===== src/pds_pkg.sv =====
// ----------------------------------------------------------------------------
// pds_pkg
// Shared types, constants and helpers of the PLL divider search block.
// ----------------------------------------------------------------------------
package pds_pkg;

  localparam int REQ_W  = 20;  // request width
  localparam int FREQ_W = 18;  // window and VCO register width
  localparam int REF_W  = 16;  // reference clock width
  localparam int NUM_W  = 23;  // width of ref * (N + 1)
  localparam int CFG_W  = 18;  // configuration data width
  localparam int ADDR_W = 3;

  localparam int N_W = 7;
  localparam int M_W = 5;
  localparam int P_W = 2;
  localparam int D_W = 6;      // divisor M + 1

  localparam logic [N_W-1:0] N_FIRST = 7'd100;
  localparam logic [N_W-1:0] N_LAST  = 7'd127;
  localparam logic [M_W-1:0] M_LAST  = 5'd31;
  localparam logic [P_W-1:0] P_LAST  = 2'd3;

  localparam int DIV_STEPS = NUM_W;
  localparam int DIV_CNT_W = $clog2(DIV_STEPS);

  localparam logic [FREQ_W-1:0] BAND1_KHZ = 18'd100000;
  localparam logic [FREQ_W-1:0] BAND2_KHZ = 18'd140000;
  localparam logic [FREQ_W-1:0] BAND3_KHZ = 18'd180000;

  localparam logic [REF_W-1:0]  REF_RESET     = 16'd14318;
  localparam logic [FREQ_W-1:0] VCO_MIN_RESET = 18'd50000;
  localparam logic [FREQ_W-1:0] VCO_MAX_RESET = 18'd220000;
  localparam logic [FREQ_W-1:0] OUT_MIN_RESET = 18'd6262;
  localparam logic [FREQ_W-1:0] OUT_MAX_RESET = 18'd218864;

  localparam logic [ADDR_W-1:0] CFG_REF_CLOCK = 3'd0;
  localparam logic [ADDR_W-1:0] CFG_VCO_MIN   = 3'd1;
  localparam logic [ADDR_W-1:0] CFG_VCO_MAX   = 3'd2;
  localparam logic [ADDR_W-1:0] CFG_OUT_MIN   = 3'd3;
  localparam logic [ADDR_W-1:0] CFG_OUT_MAX   = 3'd4;

  localparam int QUEUE_DEPTH = 2;
  localparam int QPTR_W = $clog2(QUEUE_DEPTH);
  localparam int QCNT_W = $clog2(QUEUE_DEPTH + 1);

  typedef struct packed {
    logic [REF_W-1:0]  ref_clock;
    logic [FREQ_W-1:0] vco_min;
    logic [FREQ_W-1:0] vco_max;
    logic [FREQ_W-1:0] out_min;
    logic [FREQ_W-1:0] out_max;
  } cfg_t;

  typedef struct packed {
    logic empty;
    logic full;
  } queue_status_t;

  function automatic logic [1:0] band_of(input logic [FREQ_W-1:0] vco);
    logic [1:0] band;
    if (vco <= BAND1_KHZ) begin
      band = 2'd0;
    end else if (vco <= BAND2_KHZ) begin
      band = 2'd1;
    end else if (vco <= BAND3_KHZ) begin
      band = 2'd2;
    end else begin
      band = 2'd3;
    end
    return band;
  endfunction

endpackage


===== src/pds_front.sv =====
// ----------------------------------------------------------------------------
// pds_front
// Configuration registers, request clamping and queue push.
// ----------------------------------------------------------------------------
module pds_front import pds_pkg::*; (
  input  logic                     clk_i,
  input  logic                     rst_ni,
  input  logic                     cfg_we_i,
  input  logic [ADDR_W-1:0]        cfg_addr_i,
  input  logic [CFG_W-1:0]         cfg_wdata_i,
  input  logic                     start_i,
  input  logic [REQ_W-1:0]         request_khz_i,
  input  queue_status_t            q_status_i,
  output cfg_t                     cfg_o,
  output logic                     push_o,
  output logic [FREQ_W-1:0]        push_data_o
);

  cfg_t cfg_q, cfg_d;
  logic [REQ_W-1:0] raised;

  always_comb begin
    cfg_d = cfg_q;
    if (cfg_we_i) begin
      case (cfg_addr_i)
        CFG_REF_CLOCK: cfg_d.ref_clock = cfg_wdata_i[REF_W-1:0];
        CFG_VCO_MIN:   cfg_d.vco_min   = cfg_wdata_i[FREQ_W-1:0];
        CFG_VCO_MAX:   cfg_d.vco_max   = cfg_wdata_i[FREQ_W-1:0];
        CFG_OUT_MIN:   cfg_d.out_min   = cfg_wdata_i[FREQ_W-1:0];
        CFG_OUT_MAX:   cfg_d.out_max   = cfg_wdata_i[FREQ_W-1:0];
        default: ;
      endcase
    end
  end

  always_ff @(posedge clk_i or negedge rst_ni) begin
    if (!rst_ni) begin
      cfg_q <= '{REF_RESET, VCO_MIN_RESET, VCO_MAX_RESET, OUT_MIN_RESET, OUT_MAX_RESET};
    end else begin
      cfg_q <= cfg_d;
    end
  end

  // Raise to the lower bound first, then cut to the upper one; a crossed
  // window therefore ends at the upper bound.
  assign raised = (request_khz_i < {{(REQ_W-FREQ_W){1'b0}}, cfg_q.out_min})
                ? {{(REQ_W-FREQ_W){1'b0}}, cfg_q.out_min} : request_khz_i;
  assign push_data_o = (raised > {{(REQ_W-FREQ_W){1'b0}}, cfg_q.out_max})
                     ? cfg_q.out_max : raised[FREQ_W-1:0];

  assign push_o = start_i & ~q_status_i.full;
  assign cfg_o  = cfg_q;

endmodule


===== src/pds_queue.sv =====
// ----------------------------------------------------------------------------
// pds_queue
// Short request queue between the front and the search engine.
// ----------------------------------------------------------------------------
module pds_queue import pds_pkg::*; (
  input  logic              clk_i,
  input  logic              rst_ni,
  input  logic              push_i,
  input  logic [FREQ_W-1:0] push_data_i,
  input  logic              pop_i,
  output logic [FREQ_W-1:0] pop_data_o,
  output queue_status_t     status_o
);

  logic [FREQ_W-1:0] mem_q [QUEUE_DEPTH];
  logic [QPTR_W-1:0] wptr_q, wptr_d, rptr_q, rptr_d;
  logic [QCNT_W-1:0] cnt_q, cnt_d;
  logic do_push, do_pop;

  assign do_push = push_i & (cnt_q != QCNT_W'(QUEUE_DEPTH));
  assign do_pop  = pop_i & (cnt_q != '0);

  always_comb begin
    wptr_d = wptr_q;
    rptr_d = rptr_q;
    cnt_d  = cnt_q;
    if (do_push) begin
      wptr_d = (wptr_q == QPTR_W'(QUEUE_DEPTH - 1)) ? '0 : wptr_q + 1'b1;
    end
    if (do_pop) begin
      rptr_d = (rptr_q == QPTR_W'(QUEUE_DEPTH - 1)) ? '0 : rptr_q + 1'b1;
    end
    if (do_push && !do_pop) begin
      cnt_d = cnt_q + 1'b1;
    end else if (do_pop && !do_push) begin
      cnt_d = cnt_q - 1'b1;
    end
  end

  always_ff @(posedge clk_i or negedge rst_ni) begin
    if (!rst_ni) begin
      wptr_q <= '0;
      rptr_q <= '0;
      cnt_q  <= '0;
    end else begin
      wptr_q <= wptr_d;
      rptr_q <= rptr_d;
      cnt_q  <= cnt_d;
    end
  end

  always_ff @(posedge clk_i) begin
    if (do_push) begin
      mem_q[wptr_q] <= push_data_i;
    end
  end

  assign pop_data_o     = mem_q[rptr_q];
  assign status_o.empty = (cnt_q == '0);
  assign status_o.full  = (cnt_q == QCNT_W'(QUEUE_DEPTH));

endmodule


===== src/pds_back.sv =====
// ----------------------------------------------------------------------------
// pds_back
// Search engine: walks N, M and P with a bit-serial divider.
// ----------------------------------------------------------------------------
module pds_back import pds_pkg::*; (
  input  logic              clk_i,
  input  logic              rst_ni,
  input  cfg_t              cfg_i,
  input  queue_status_t     q_status_i,
  input  logic [FREQ_W-1:0] pop_data_i,
  output logic              pop_o,
  output logic              done_o,
  output logic [N_W-1:0]    n_value_o,
  output logic [M_W-1:0]    m_value_o,
  output logic [2:0]        p_code_o,
  output logic [1:0]        s_band_o
);

  typedef enum logic [5:0] {
    ST_IDLE  = 6'b000001,
    ST_LOAD  = 6'b000010,
    ST_DIV   = 6'b000100,
    ST_CHECK = 6'b001000,
    ST_PSCAN = 6'b010000,
    ST_NEXT  = 6'b100000
  } state_e;

  state_e state_q, state_d;

  logic [FREQ_W-1:0]    req_q, best_err_q, best_vco_q;
  logic [N_W-1:0]       n_q, rn_q;
  logic [M_W-1:0]       m_q, rm_q;
  logic [P_W-1:0]       p_q;
  logic [2:0]           rp_q;
  logic [1:0]           rs_q;
  logic [DIV_CNT_W-1:0] cnt_q;
  logic [D_W-1:0]       rem_q;
  logic [NUM_W-1:0]     dvd_q;

  logic              done_q;
  logic [N_W-1:0]    n_out_q;
  logic [M_W-1:0]    m_out_q;
  logic [2:0]        p_out_q;
  logic [1:0]        s_out_q;

  logic [NUM_W-1:0]  product;
  logic [D_W-1:0]    divisor;
  logic [D_W:0]      trial;
  logic              q_bit;
  logic [D_W-1:0]    trial_sub;
  logic [NUM_W-1:0]  f_val, err;
  logic              in_window, take, tie, last_pair;

  assign product   = NUM_W'(cfg_i.ref_clock) * NUM_W'({1'b0, n_q} + 8'd1);
  assign divisor   = {1'b0, m_q} + 1'b1;
  assign trial     = {rem_q, dvd_q[NUM_W-1]};
  assign q_bit     = (trial >= {1'b0, divisor});
  assign trial_sub = trial[D_W-1:0] - divisor;

  // dvd_q holds the quotient once the divider has finished.
  assign in_window = (dvd_q >= NUM_W'(cfg_i.vco_min)) && (dvd_q <= NUM_W'(cfg_i.vco_max));
  assign f_val     = dvd_q >> p_q;
  assign err       = (f_val < NUM_W'(req_q)) ? NUM_W'(req_q) - f_val : f_val - NUM_W'(req_q);
  assign take      = (err <= NUM_W'(best_err_q));
  assign tie       = (err == NUM_W'(best_err_q));
  assign last_pair = (m_q == M_LAST) && (n_q == N_LAST);

  assign pop_o = (state_q == ST_IDLE) && !q_status_i.empty;

  always_comb begin
    state_d = state_q;
    case (state_q)
      ST_IDLE:  if (!q_status_i.empty) state_d = ST_LOAD;
      ST_LOAD:  state_d = ST_DIV;
      ST_DIV:   if (cnt_q == DIV_CNT_W'(DIV_STEPS - 1)) state_d = ST_CHECK;
      ST_CHECK: state_d = in_window ? ST_PSCAN : ST_NEXT;
      ST_PSCAN: if (p_q == P_LAST) state_d = ST_NEXT;
      ST_NEXT:  state_d = last_pair ? ST_IDLE : ST_LOAD;
      default:  state_d = ST_IDLE;
    endcase
  end

  always_ff @(posedge clk_i or negedge rst_ni) begin
    if (!rst_ni) begin
      state_q <= ST_IDLE;
      done_q  <= 1'b0;
    end else begin
      state_q <= state_d;
      done_q  <= (state_q == ST_NEXT) && last_pair;
    end
  end

  always_ff @(posedge clk_i) begin
    case (state_q)
      ST_IDLE: begin
        req_q      <= pop_data_i;
        best_err_q <= cfg_i.out_max;
        best_vco_q <= cfg_i.vco_max;
        rn_q       <= '0;
        rm_q       <= '0;
        rp_q       <= '0;
        rs_q       <= '0;
        n_q        <= N_FIRST;
        m_q        <= '0;
      end
      ST_LOAD: begin
        dvd_q <= product;
        rem_q <= '0;
        cnt_q <= '0;
      end
      ST_DIV: begin
        rem_q <= q_bit ? trial_sub : trial[D_W-1:0];
        dvd_q <= {dvd_q[NUM_W-2:0], q_bit};
        cnt_q <= cnt_q + 1'b1;
      end
      ST_CHECK: begin
        p_q <= '0;
      end
      ST_PSCAN: begin
        // The best error is rewritten even when a tie loses on VCO value.
        if (take) begin
          best_err_q <= err[FREQ_W-1:0];
          if (!(tie && (dvd_q[FREQ_W-1:0] >= best_vco_q))) begin
            best_vco_q <= dvd_q[FREQ_W-1:0];
            rn_q       <= n_q;
            rm_q       <= m_q;
            rp_q       <= 3'((4'd1 << p_q) - 4'd1);
            rs_q       <= band_of(dvd_q[FREQ_W-1:0]);
          end
        end
        p_q <= p_q + 1'b1;
      end
      ST_NEXT: begin
        if (m_q == M_LAST) begin
          m_q <= '0;
          n_q <= n_q + 1'b1;
        end else begin
          m_q <= m_q + 1'b1;
        end
        if (last_pair) begin
          n_out_q <= rn_q;
          m_out_q <= rm_q;
          p_out_q <= rp_q;
          s_out_q <= rs_q;
        end
      end
      default: ;
    endcase
  end

  assign done_o    = done_q;
  assign n_value_o = n_out_q;
  assign m_value_o = m_out_q;
  assign p_code_o  = p_out_q;
  assign s_band_o  = s_out_q;

endmodule


===== src/pll_divider_search.sv =====
// ----------------------------------------------------------------------------
// pll_divider_search
// PLL N/M/P divider and loop-filter band search for a requested clock.
// ----------------------------------------------------------------------------
// Usage:
// A request is taken at a rising edge with start_i high and busy_o low.
// The front clamps request_khz_i to the output window and places it in a
// two-entry queue; busy_o is high while that queue is full.
// The search engine walks N = 100..127, M = 0..31 and, for each VCO value
// inside the window, P = 0..3. Every (N, M) pair goes through load, 23
// steps of the one-bit-per-cycle divider, window check and advance, with
// the P scan between check and advance when the VCO value is in the
// window. The result appears in the cycle after the advance of the last
// pair. Queued requests start right after the previous one finishes.
// done_o is high for exactly one cycle with n_value_o, m_value_o, p_code_o
// and s_band_o; the receiver cannot stall, the fields hold until the next
// result. Configuration is written through cfg_we_i/cfg_addr_i/cfg_wdata_i;
// the user must write it only while idle (not enforced). Reset restores the
// default register values and empties the queue; no clearing pass is needed.
// ----------------------------------------------------------------------------
module pll_divider_search import pds_pkg::*; (
  input  logic              clk_i,
  input  logic              rst_ni,
  input  logic              cfg_we_i,
  input  logic [ADDR_W-1:0] cfg_addr_i,
  input  logic [CFG_W-1:0]  cfg_wdata_i,
  input  logic              start_i,
  output logic              busy_o,
  input  logic [REQ_W-1:0]  request_khz_i,
  output logic              done_o,
  output logic [N_W-1:0]    n_value_o,
  output logic [M_W-1:0]    m_value_o,
  output logic [2:0]        p_code_o,
  output logic [1:0]        s_band_o
);

  cfg_t              cfg;
  queue_status_t     q_status;
  logic              push, pop;
  logic [FREQ_W-1:0] push_data, pop_data;

  pds_front u_front (
    .clk_i         (clk_i),
    .rst_ni        (rst_ni),
    .cfg_we_i      (cfg_we_i),
    .cfg_addr_i    (cfg_addr_i),
    .cfg_wdata_i   (cfg_wdata_i),
    .start_i       (start_i),
    .request_khz_i (request_khz_i),
    .q_status_i    (q_status),
    .cfg_o         (cfg),
    .push_o        (push),
    .push_data_o   (push_data)
  );

  pds_queue u_queue (
    .clk_i       (clk_i),
    .rst_ni      (rst_ni),
    .push_i      (push),
    .push_data_i (push_data),
    .pop_i       (pop),
    .pop_data_o  (pop_data),
    .status_o    (q_status)
  );

  pds_back u_back (
    .clk_i      (clk_i),
    .rst_ni     (rst_ni),
    .cfg_i      (cfg),
    .q_status_i (q_status),
    .pop_data_i (pop_data),
    .pop_o      (pop),
    .done_o     (done_o),
    .n_value_o  (n_value_o),
    .m_value_o  (m_value_o),
    .p_code_o   (p_code_o),
    .s_band_o   (s_band_o)
  );

  assign busy_o = q_status.full;

endmodule


===== config.mk =====
export PLATFORM = sky130hd
export DESIGN_NAME = pll_divider_search
export DESIGN_NICKNAME = d
export VERILOG_FILES = /design/src/pds_pkg.sv /design/src/pds_front.sv /design/src/pds_queue.sv /design/src/pds_back.sv /design/src/pll_divider_search.sv
export SDC_FILE = /design/constraint.sdc
export NUM_CORES = 1
export LEC_CHECK = 0
export ABC_AREA = 1
export BUFFER_PORTS_ARGS = -buffer_cell sky130_fd_sc_hd__buf_2
export CORE_UTILIZATION = 50
export DETAILED_ROUTE_END_ITERATION = 12
export PLACE_DENSITY = 0.66
export REMOVE_ABC_BUFFERS = 1
export SYNTH_ARGS = -nofsm -noshare
export SYNTH_HDL_FRONTEND = slang
export SYNTH_SLANG_ARGS = --single-unit

===== constraint.sdc =====
create_clock -name clk_i -period 8.4 [get_ports clk_i]
set_clock_uncertainty 0.2 [all_clocks]
set_input_delay 1.68 -clock clk_i [delete_from_list [all_inputs] [get_ports clk_i]]
set_output_delay 1.68 -clock clk_i [all_outputs]
set_load 0.05 [all_outputs]

---- After elaboration in Yosys (flattened, before gate mapping) ----
Memory sizes are Yosys's and may differ from the RTL's. A register that Yosys moved wholly into a read port is not among the register bits.
Cells that the tools add are included.
storage, ports and cells
  flip-flop bits (word level) ............. 217
  bits in latches ......................... 0
  memory bits (writable) .................. 36
  bits in read-only memories .............. 0
  input bits .............................. 45
  output and inout port bits .............. 19
  word-level logic and storage cells ...... 154
  memories ................................ 1
memory list
  name           depth  width  read ports  clocked after memory_dff  write ports  line             source
  u_queue.mem_q  2      18     1           1                         1            pds_queue.sv:15  logic [FREQ_W-1:0] mem_q [QUEUE_DEPTH];
operators by class
  add/subtract/negate cells ............... 14
  $mul .................................... 1
  div/mod/pow operators ................... 0
  $lt $le $gt $ge ......................... 11
  equality and inequality tests ........... 23
  shift operators ......................... 2
  multiplexer cells ....................... 44
  bitwise operators ....................... 4
  reduce and logical (&&, ||, !) cells .... 28
operator list
  kind                                                                      number
  18-bit 2-to-1 mux                                                         4
  18-bit one-hot mux with 2 select lines                                    2
  23-bit by 18-bit <= comparator with 1-bit output                          2
  23-bit one-hot mux with 2 select lines                                    1
  18-bit <= comparator (second input constant)                              2
  6-bit one-hot mux with 6 select lines                                     1
  6-bit 2-to-1 mux                                                          5
  5-bit one-hot mux with 2 select lines                                     3
  7-bit one-hot mux with 2 select lines                                     2
  23-bit by 18-bit == test with 1-bit output                                1
  23-bit by 18-bit greater-or-equal comparator with 1-bit output            1
  23-bit by 18-bit less-than comparator with 1-bit output                   1
  16-bit by 23-bit multiplier with 23-bit output                            1
  23-bit 2-to-1 mux                                                         1
  23-bit by 2-bit right shift with 23-bit output                            1
  18-bit by 23-bit subtractor with 23-bit output                            1
  23-bit by 18-bit subtractor with 23-bit output                            1
  7-bit 2-to-1 mux                                                          3
  20-bit by 18-bit > comparator with 1-bit output                           1
  20-bit by 18-bit less-than comparator with 1-bit output                   1
  20-bit 2-to-1 mux                                                         1
  18-bit greater-or-equal comparator                                        1
  18-bit by 17-bit <= comparator with 1-bit output (second input constant)  1
  2-bit AND reduction                                                       8
  other kinds (40)                                                          81

---- Longest topological paths before layout ----
Gate-level depths: netlist of the first run.
  depth in word-level cells ............... 8
  depth in mapped cells ................... 35
  mapped depth without buffers ............ 32

---- Cells and area by module ----
Synthesis of the first run repeated with hierarchy kept, for this count alone.
second synthesis, totals
  cell total of the unflattened synthesis .. 2687
  area total of the unflattened synthesis .. 21428.1 um2
modules (own cells, without submodules)
  module     instances  cells an instance  area each (um2)  seq. area each (um2)
  pds_back   1          1946               14883.0          4260.3
  pds_front  1          616                5007.3           2255.9
  pds_queue  1          125                1537.7           1181.1

---- Worst setup path before layout of the first run ----
Ideal clock, no wire load.
  kind .................................... register to register
  from .................................... reg u_back.p_q[1]
  to ...................................... reg u_back.best_vco_q[0] (enable)
  arrival time ............................ 5.025 ns
  data required time ...................... 7.800 ns
  path slack .............................. 2.774 ns
  stages on the path, launching flop included .. 34
  period minus slack after synthesis ...... 5.626 ns
  cells stage by stage .................... edfxtp_1 > inv_1 > clkbuf_1 > clkbuf_1 > nand2_1 > o21ai_0 > inv_1 > ha_1 > buf_2 > nand2_1 > inv_2 > nand2_1 > inv_2 > nand2_1 > inv_1 > nand2_1 > nand2_2 > nand2_2 > nand2_2 > buf_6 > buf_12 > o21ai_2 > xor2_1 > inv_1 > ha_1 > a21oi_1 > o21ai_0 > a21oi_1 > o21ai_0 > nand2_1 > o211ai_1 > nand2_1 > nand3_2 > o21bai_2
between the ends
  longest elaborated chain between the ends .. 7
RTL lines
  element                                                                                                   line             source
  start: declaration                                                                                        pds_back.sv:33   logic [P_W-1:0] p_q;
  start signal: assignment                                                                                  pds_back.sv:131  p_q <= p_q + 1'b1;
  23-bit by 2-bit right shift with 23-bit output *                                                          pds_back.sv:62   assign f_val = dvd_q >> p_q;
  23-bit by 18-bit subtractor with 23-bit output, or another cell as far along                              pds_back.sv:63   assign err = (f_val < NUM_W'(req_q)) ? NUM_W'(req_q) - f_val : f_val - NUM_W'(req_q);
  23-bit 2-to-1 mux *                                                                                       pds_back.sv:63
  parallel branches: the longest is 3 deep, another holds 23-bit by 18-bit <= comparator with 1-bit output  -
  3-bit AND reduction (no source line) *                                                                    -
  end signal: assignment                                                                                    pds_back.sv:98   best_vco_q <= cfg_i.vco_max;
  end signal: assignment                                                                                    pds_back.sv:124  best_vco_q <= dvd_q[FREQ_W-1:0];
  end: declaration                                                                                          pds_back.sv:30   logic [FREQ_W-1:0] req_q, best_err_q, best_vco_q;
Every way passes the cells marked *.
A chain may end at the register's enable or synchronous reset.

---- Final worst setup path of the first run ----
  from .................................... reg u_back.p_q[0]
  to ...................................... reg u_back.best_err_q[4] (enable)
between the ends
  longest elaborated chain between the ends .. 6
RTL lines
  element                                                                       line             source
  23-bit by 2-bit right shift with 23-bit output *                              pds_back.sv:62
  23-bit by 18-bit subtractor with 23-bit output, or another cell as far along  pds_back.sv:63
  23-bit 2-to-1 mux *                                                           pds_back.sv:63
  23-bit by 18-bit <= comparator with 1-bit output *                            pds_back.sv:64   assign take = (err <= NUM_W'(best_err_q));
  2-bit by 1-bit inequality test with 1-bit output (no source line) *           -
  2-bit AND reduction (no source line) *                                        -
  end signal: assignment                                                        pds_back.sv:97   best_err_q <= cfg_i.out_max;
  end signal: assignment                                                        pds_back.sv:122  best_err_q <= err[FREQ_W-1:0];
  end: declaration                                                              pds_back.sv:30
Every way passes the cells marked *; elsewhere a longest branch is shown, timed or not.

==> impl_metrics.csv, run 1 <==
group,metric,value,unit
clocking,cts.sinks,271,
logic_synthesis,ys_types,62,
placed_design,port_buffers,63,
clocking,h-tree-depth,1,
die,core_area,41200,um^2
logic_synthesis,async_flop_share,0.365,
final_layout,nNetsFinal,2990,
worst_setup_path,crit_required,8.34,ns
timing,finalSetupTns,0,ns
drt,drtIter0Drc,1424,
global_route,grt_pass1_vias,17000,
die,ios,64,
clocking,cts_setup_buffers,0,
clocking,ctsHoldBuffers,0,
status,status,"finished, final reports clean",
clocking,cts_buffers,29,
logic_synthesis,yosysSeqAreaShare,0.365,
worst_setup_path,slowest_delay,1.02,ns
worst_setup_path,cp_slowest_cell,"edfxtp_1",
die,die_y,207,um
final_layout,area_delta_synth_final,8.19,%
drt,first_pass_iters,6,
placed_design,place.gp.congestion,0.956,
worst_setup_path,worstSetupPathType,"reg2reg",
global_route,grt_overflow,0,
global_route,antenna_found_initial,0,
worst_setup_path,start_kind,"flop",
logic_synthesis,synthSimpleGateAreaFrac,0.198,
drt,vias,17500,
worst_setup_path,crit_top_cell,"nand2_1",
final_layout,multiInputGateArea,11200,um^2
drt,via_per_inst,5.45,
timing,max_clock_freq,143,MHz
worst_setup_path,critical_path.endpoint_type,"flop",
clocking,clk_latency,0.57,ns
worst_setup_path,worstPathMaxFanout,38,
die,start_util,0.512,
final_layout,seq_area,7700,um^2
timing,hold_viol_final,0,
logic_synthesis,synthMuxAreaShare,0.000949,
logic_synthesis,synth.avg_cell_area,8.05,um^2
placed_design,hpwl,46200,um
timing,fin_crit,7.00,ns
global_route,grt_pass1_wl,93000,um
logic_synthesis,synth_fa_ha_area_frac,0.200,
drt,drc,0,
timing,fin_crit_sh,0.833,
final_layout,drive_gt1_frac,0.0802,
final_layout,final_util,0.554,
logic_synthesis,synthesis.area,21100,um^2
drt,avgRoutedWirePerCell,18.2,um
die,die_x,207,um
logic_synthesis,ys_warn_count,0,
logic_synthesis,synth-xor-area-share,0.0191,
logic_synthesis,netlist_instances,2620,
timing,drv_slew,0,
timing,setup_viol,0,
timing,rsz0062_at_grt,"false",
worst_setup_path,r2r_cells,29,
clocking,clock_path_buffers,3,
job,cap_violations,0,
timing,slew-limit-headroom,0.209,
die,fp-row-count,74,
logic_synthesis,synth_top_family_by_area,"adder cells",
drt,wirelength,58600,um
logic_synthesis,synth_compound_area_frac,0.113,
clocking,cts_tree,"built",
hold_path,min_path_type,"reg2reg",
clocking,cts_resized,0,
timing,tightest_slew,1.18,ns
global_route,grt_use_total,0.275,
worst_setup_path,critPathArrivalTime,6.93,ns
hold_path,whs_path_depth,0,
drt,ant_nets,0,
logic_synthesis,ys_ff_latch,271,
logic_synthesis,synthFlopType,"edfxtp_1",
final_layout,n_fill_cell,3800,
clocking,path_clk_slew,0.06,ns
global_route,grt_max_degree,62,
logic_synthesis,synth-edff-count,172,
final_layout,diodes,0,
die,die_area,43000,um^2
clocking,root_buffer,"clkbuf_16",
-- kinds of logic (layout without fill, tap and decap cells) --
group,count (synthesis),in the layout
XOR/XNOR,46,46
AO/OA/AOI/OAI,440,440
buffers and inverters,566,628
AND/OR/NAND/NOR,1009,1009
flip-flops,271,271
adder cells (fa/ha/maj),286,286
multiplexers,2,2
-- cells in the mapped netlist, types with 7 or more instances --
cell type / count / area (um^2)
a21oi_1: 113 / 566
inv_1: 488 / 1830
clkbuf_1: 54 / 203
xnor2_1: 14 / 123
inv_2: 8 / 30.0
o21bai_1: 9 / 67.6
nor2_1: 201 / 754
dfstp_2: 44 / 1160
edfxtp_1: 172 / 5160
ha_1: 200 / 2500
o21ai_0: 249 / 1250
nand2_2: 15 / 93.8
fa_1: 86 / 1720
o21ai_1: 18 / 90.1
or2_2: 7 / 43.8
o211ai_1: 13 / 97.6
xor2_1: 32 / 280
nor4_1: 8 / 50.1
nand3_1: 74 / 370
nand2_1: 632 / 2370
dfrtp_1: 55 / 1380
nor3_1: 21 / 105
nand4_1: 27 / 169
-- stage by stage --
stage | hold slack, ns | setup slack, ns | area (um^2) | cells
3_3_place_gp | 0.203 | 1.62 | 21900 | 3160
5_1_grt | 0.223 | 0.686 | 22800 | 3214
2_1_floorplan | 0.200 | 2.16 | 20800 | 2552
3_5_place_dp | 0.207 | 1.50 | 21900 | 3160
4_1_cts | 0.219 | 1.43 | 22800 | 3214
6_report | 0.216 | 1.40 | 22800 | 3214
-- layout make-up --
type                       instances  area share
clock buffer                      39      0.0334
multi-input combinational       1783       0.493
timing repair buffer              76      0.0182
tap                              532      0.0292
inverter                         498      0.0820
clock inverter                    15     0.00724
sequential                       271       0.337
-- placed cells by master, fill, tap and decap left out, types with 10 or more instances in the layout --
| master | Yosys | routed |
|---|---|---|
| buf_4 | 2 | 14 |
| o211ai_1 | 13 | 13 |
| dfstp_2 | 44 | 44 |
| o21ai_0 | 249 | 249 |
| ha_1 | 200 | 200 |
| inv_1 | 488 | 488 |
| o21ai_1 | 18 | 18 |
| dfrtp_1 | 55 | 55 |
| nand3_1 | 74 | 74 |
| edfxtp_1 | 172 | 172 |
| xor2_1 | 32 | 32 |
| nor3_1 | 21 | 20 |
| nand2_2 | 15 | 15 |
| buf_2 | 3 | 62 |
| nand4_1 | 27 | 27 |
| clkbuf_16 | 0 | 29 |
| nand2_1 | 632 | 632 |
| xnor2_1 | 14 | 14 |
| a21oi_1 | 113 | 113 |
| fa_1 | 86 | 86 |
| clkbuf_1 | 54 | 10 |
| nor2_1 | 201 | 200 |
-- sequential cells by signal, summed over array words and instances, names as in the netlist, 6 cells and up --
signal and flops:
u_back.n_value_o 7, u_back.rem_q 6, u_back.dvd_q 23, u_back.best_err_q 18
u_queue.mem_q 36, u_back.n_q 7, u_back.best_vco_q 18, u_front.cfg_o 88
u_back.req_q 18, u_back.state_q 6, u_back.rn_q 7
-- final timing paths --
path                                      from                   end  slack, ns
worst max-delay path             u_back.p_q[0]  u_back.best_err_q[4]       1.40
worst min-delay path            u_back.rn_q[5]   u_back.n_value_o[5]       0.22
worst max register to register   u_back.p_q[0]  u_back.best_err_q[4]       1.40
worst min register to register  u_back.rn_q[5]   u_back.n_value_o[5]       0.22
max in group asynchronous               rst_ni         u_back.done_o       5.88
min in group asynchronous               rst_ni        u_queue.wptr_q       0.88
-- worst max-delay path: cells and delay by family (launching register included) --
family | cells | cell delay [ns]
AO/OA/AOI/OAI | 8 | 1.32
XOR/XNOR | 1 | 0.26
adder cells (fa/ha/maj) | 2 | 0.76
buffers and inverters | 4 | 0.53
flip-flops | 1 | 1.02
AND/OR/NAND/NOR | 14 | 2.45
-- routing by layer --
metal  global-route usage  vias to the layer above  part of all wire
li1                     -                     8482                 -
met1                0.399                     8358              0.46
met2                0.443                      583              0.45
met3               0.0253                       83             0.060
met4               0.0700                        0             0.020
met5                    0                        -                 0
Power of run 1 is not shown: default switching activity piles up to over one toggle a cycle in this logic, so the estimate is an artifact.
==> inputs of run 2 (changes only) <==
- clock period: 8.4 -> 7.27 ns (I/O delays scaled with it)
==> run 2 against run 1 <==
Core utilization increased by 0.47 points. Maximum frequency grew 7.4%. Final cell count increased by 0.50%. Setup slack lost 0.65 ns. Worst hold slack about the same. First-iteration DRC count down 1.5%. Via count decreased by 1.0%. Die area stayed put. Flip-flop and latch count is the same.
==> impl_metrics.csv, run 2 (synthesized netlist as in run 1, its figures left out) <==
group,metric,value,unit
hold_path,min_path_type,"reg2reg",
placed_design,hpwl,43800,um
global_route,grt_pass1_vias,16400,
clocking,root_buffer,"clkbuf_16",
worst_setup_path,cp_slowest_cell,"fa_1",
clocking,clock_path_buffers,3,
clocking,cts.sinks,271,
timing,slew-limit-headroom,0.176,
final_layout,final_util,0.559,
worst_setup_path,crit_required,7.39,ns
worst_setup_path,crit_top_cell,"nand2_1",
timing,finalSetupTns,0,ns
clocking,cts_resized,0,
die,fp-row-count,74,
worst_setup_path,start_kind,"flop",
drt,via_per_inst,5.37,
timing,max_clock_freq,153,MHz
timing,rsz0062_at_grt,"false",
timing,fin_crit_sh,0.897,
timing,fin_crit,6.52,ns
clocking,cts_setup_buffers,0,
final_layout,layout_common_cells,"nand2_1, inv_1, o21ai_0",
worst_setup_path,worstSetupPathType,"reg2reg",
drt,wirelength,55500,um
final_layout,largest_reg_flops,88,
final_layout,diodes,0,
clocking,cts_buffers,30,
final_layout,finalNonFillerCells,3230,
timing,drv_slew,0,
final_layout,drive_gt1_frac,0.0875,
drt,vias,17300,
global_route,grt_overflow,0,
die,die_area,43000,um^2
clocking,clk_latency,0.60,ns
die,die_x,207,um
die,start_util,0.512,
placed_design,dpl.cell_count,3174,
timing,setup_viol,0,
drt,drc,0,
clocking,h-tree-depth,1,
die,die_y,207,um
global_route,grt_use_total,0.261,
final_layout,area_delta_synth_final,9.11,%
drt,first_pass_iters,6,
drt,ant_nets,0,
worst_setup_path,worstPathMaxFanout,13,
status,status,"finished, final reports clean",
final_layout,n_fill_cell,3838,
timing,tightest_slew,1.23,ns
job,cap_violations,0,
global_route,antenna_found_initial,0,
final_layout,nNetsFinal,3005,
drt,avgRoutedWirePerCell,17.2,um
worst_setup_path,critical_path.endpoint_type,"flop",
worst_setup_path,critPathArrivalTime,6.64,ns
timing,worst_hold_slack,0.216,ns
clocking,ctsHoldBuffers,0,
placed_design,place.gp.congestion,0.979,
clocking,path_clk_slew,0.06,ns
die,core_area,41200,um^2
worst_setup_path,slowest_delay,0.55,ns
placed_design,port_buffers,63,
timing,hold_viol_final,0,
final_layout,layout_commonest_cell,"nand2_1",
global_route,grt_max_degree,55,
worst_setup_path,r2r_slack,0.75,ns
clocking,cts_tree,"built",
global_route,grt_pass1_wl,88500,um
drt,drtIter0Drc,1403,
die,ios,64,
-- run 2: cell count changes in the layout (fill, tap and decap cells not counted) --
cell / before / now
clkinv_1: 6 / 1
buf_4: 14 / 28
clkbuf_16: 29 / 32
inv_16: 1 / 0
inv_4: 0 / 1
clkinv_2: 5 / 7
clkinv_16: 0 / 1
clkinvlp_4: 1 / 2
-- run 2: through the flow --
| stage | area [um^2] | worst slack, ns |
|---|---|---|
| after global routing | 23000 | 0.276 |
| final | 23000 | 0.752 |
| after floorplan | 20800 | 1.03 |
| after CTS | 23000 | 0.825 |
| after detailed placement | 22000 | 0.851 |
| after global placement | 22000 | 1.03 |
-- run 2: final cells by class --
type | instances | area (um^2) | area share
clock buffer | 42 | 838 | 0.0364
clock inverter | 14 | 180 | 0.00783
inverter | 498 | 1870 | 0.0813
multi-input combinational | 1783 | 11200 | 0.488
sequential | 271 | 7700 | 0.334
tap | 532 | 666 | 0.0289
timing repair buffer | 90 | 520 | 0.0226
-- run 2: worst paths after layout --
kind,end,from,depth (start not counted)
setup / recovery,u_back.dvd_q[20],u_back.n_q[0],28
hold / removal,u_back.n_value_o[3],u_back.rn_q[3],0
hold reg to reg,u_back.n_value_o[3],u_back.rn_q[3],0
min in group asynchronous,u_front.cfg_o[25],rst_ni,1
setup reg to reg,u_back.dvd_q[20],u_back.n_q[0],28
max in group asynchronous,u_back.done_o,rst_ni,2
-- run 2: layer usage --
metal / global-route usage / wire (um) / share of wire / vias up
met3: 0.0283 / 3660 / 0.066 / 82
met2: 0.406 / 24200 / 0.44 / 567
met4: 0.0648 / 1180 / 0.021 / 0
met5: 0 / 0 / 0 / -
li1: - / - / - / 8525
met1: 0.388 / 26500 / 0.48 / 8155
-- run 2: critical path, delay by kind of cell, from the launching register on --
kind	cells	cell delay, ns
buf+inv	4	0.68
fa+ha+maj	5	2.39
flops	1	0.49
simple gates	17	2.20
compound gates	2	0.28
Power of run 2 is left out for the same reason.
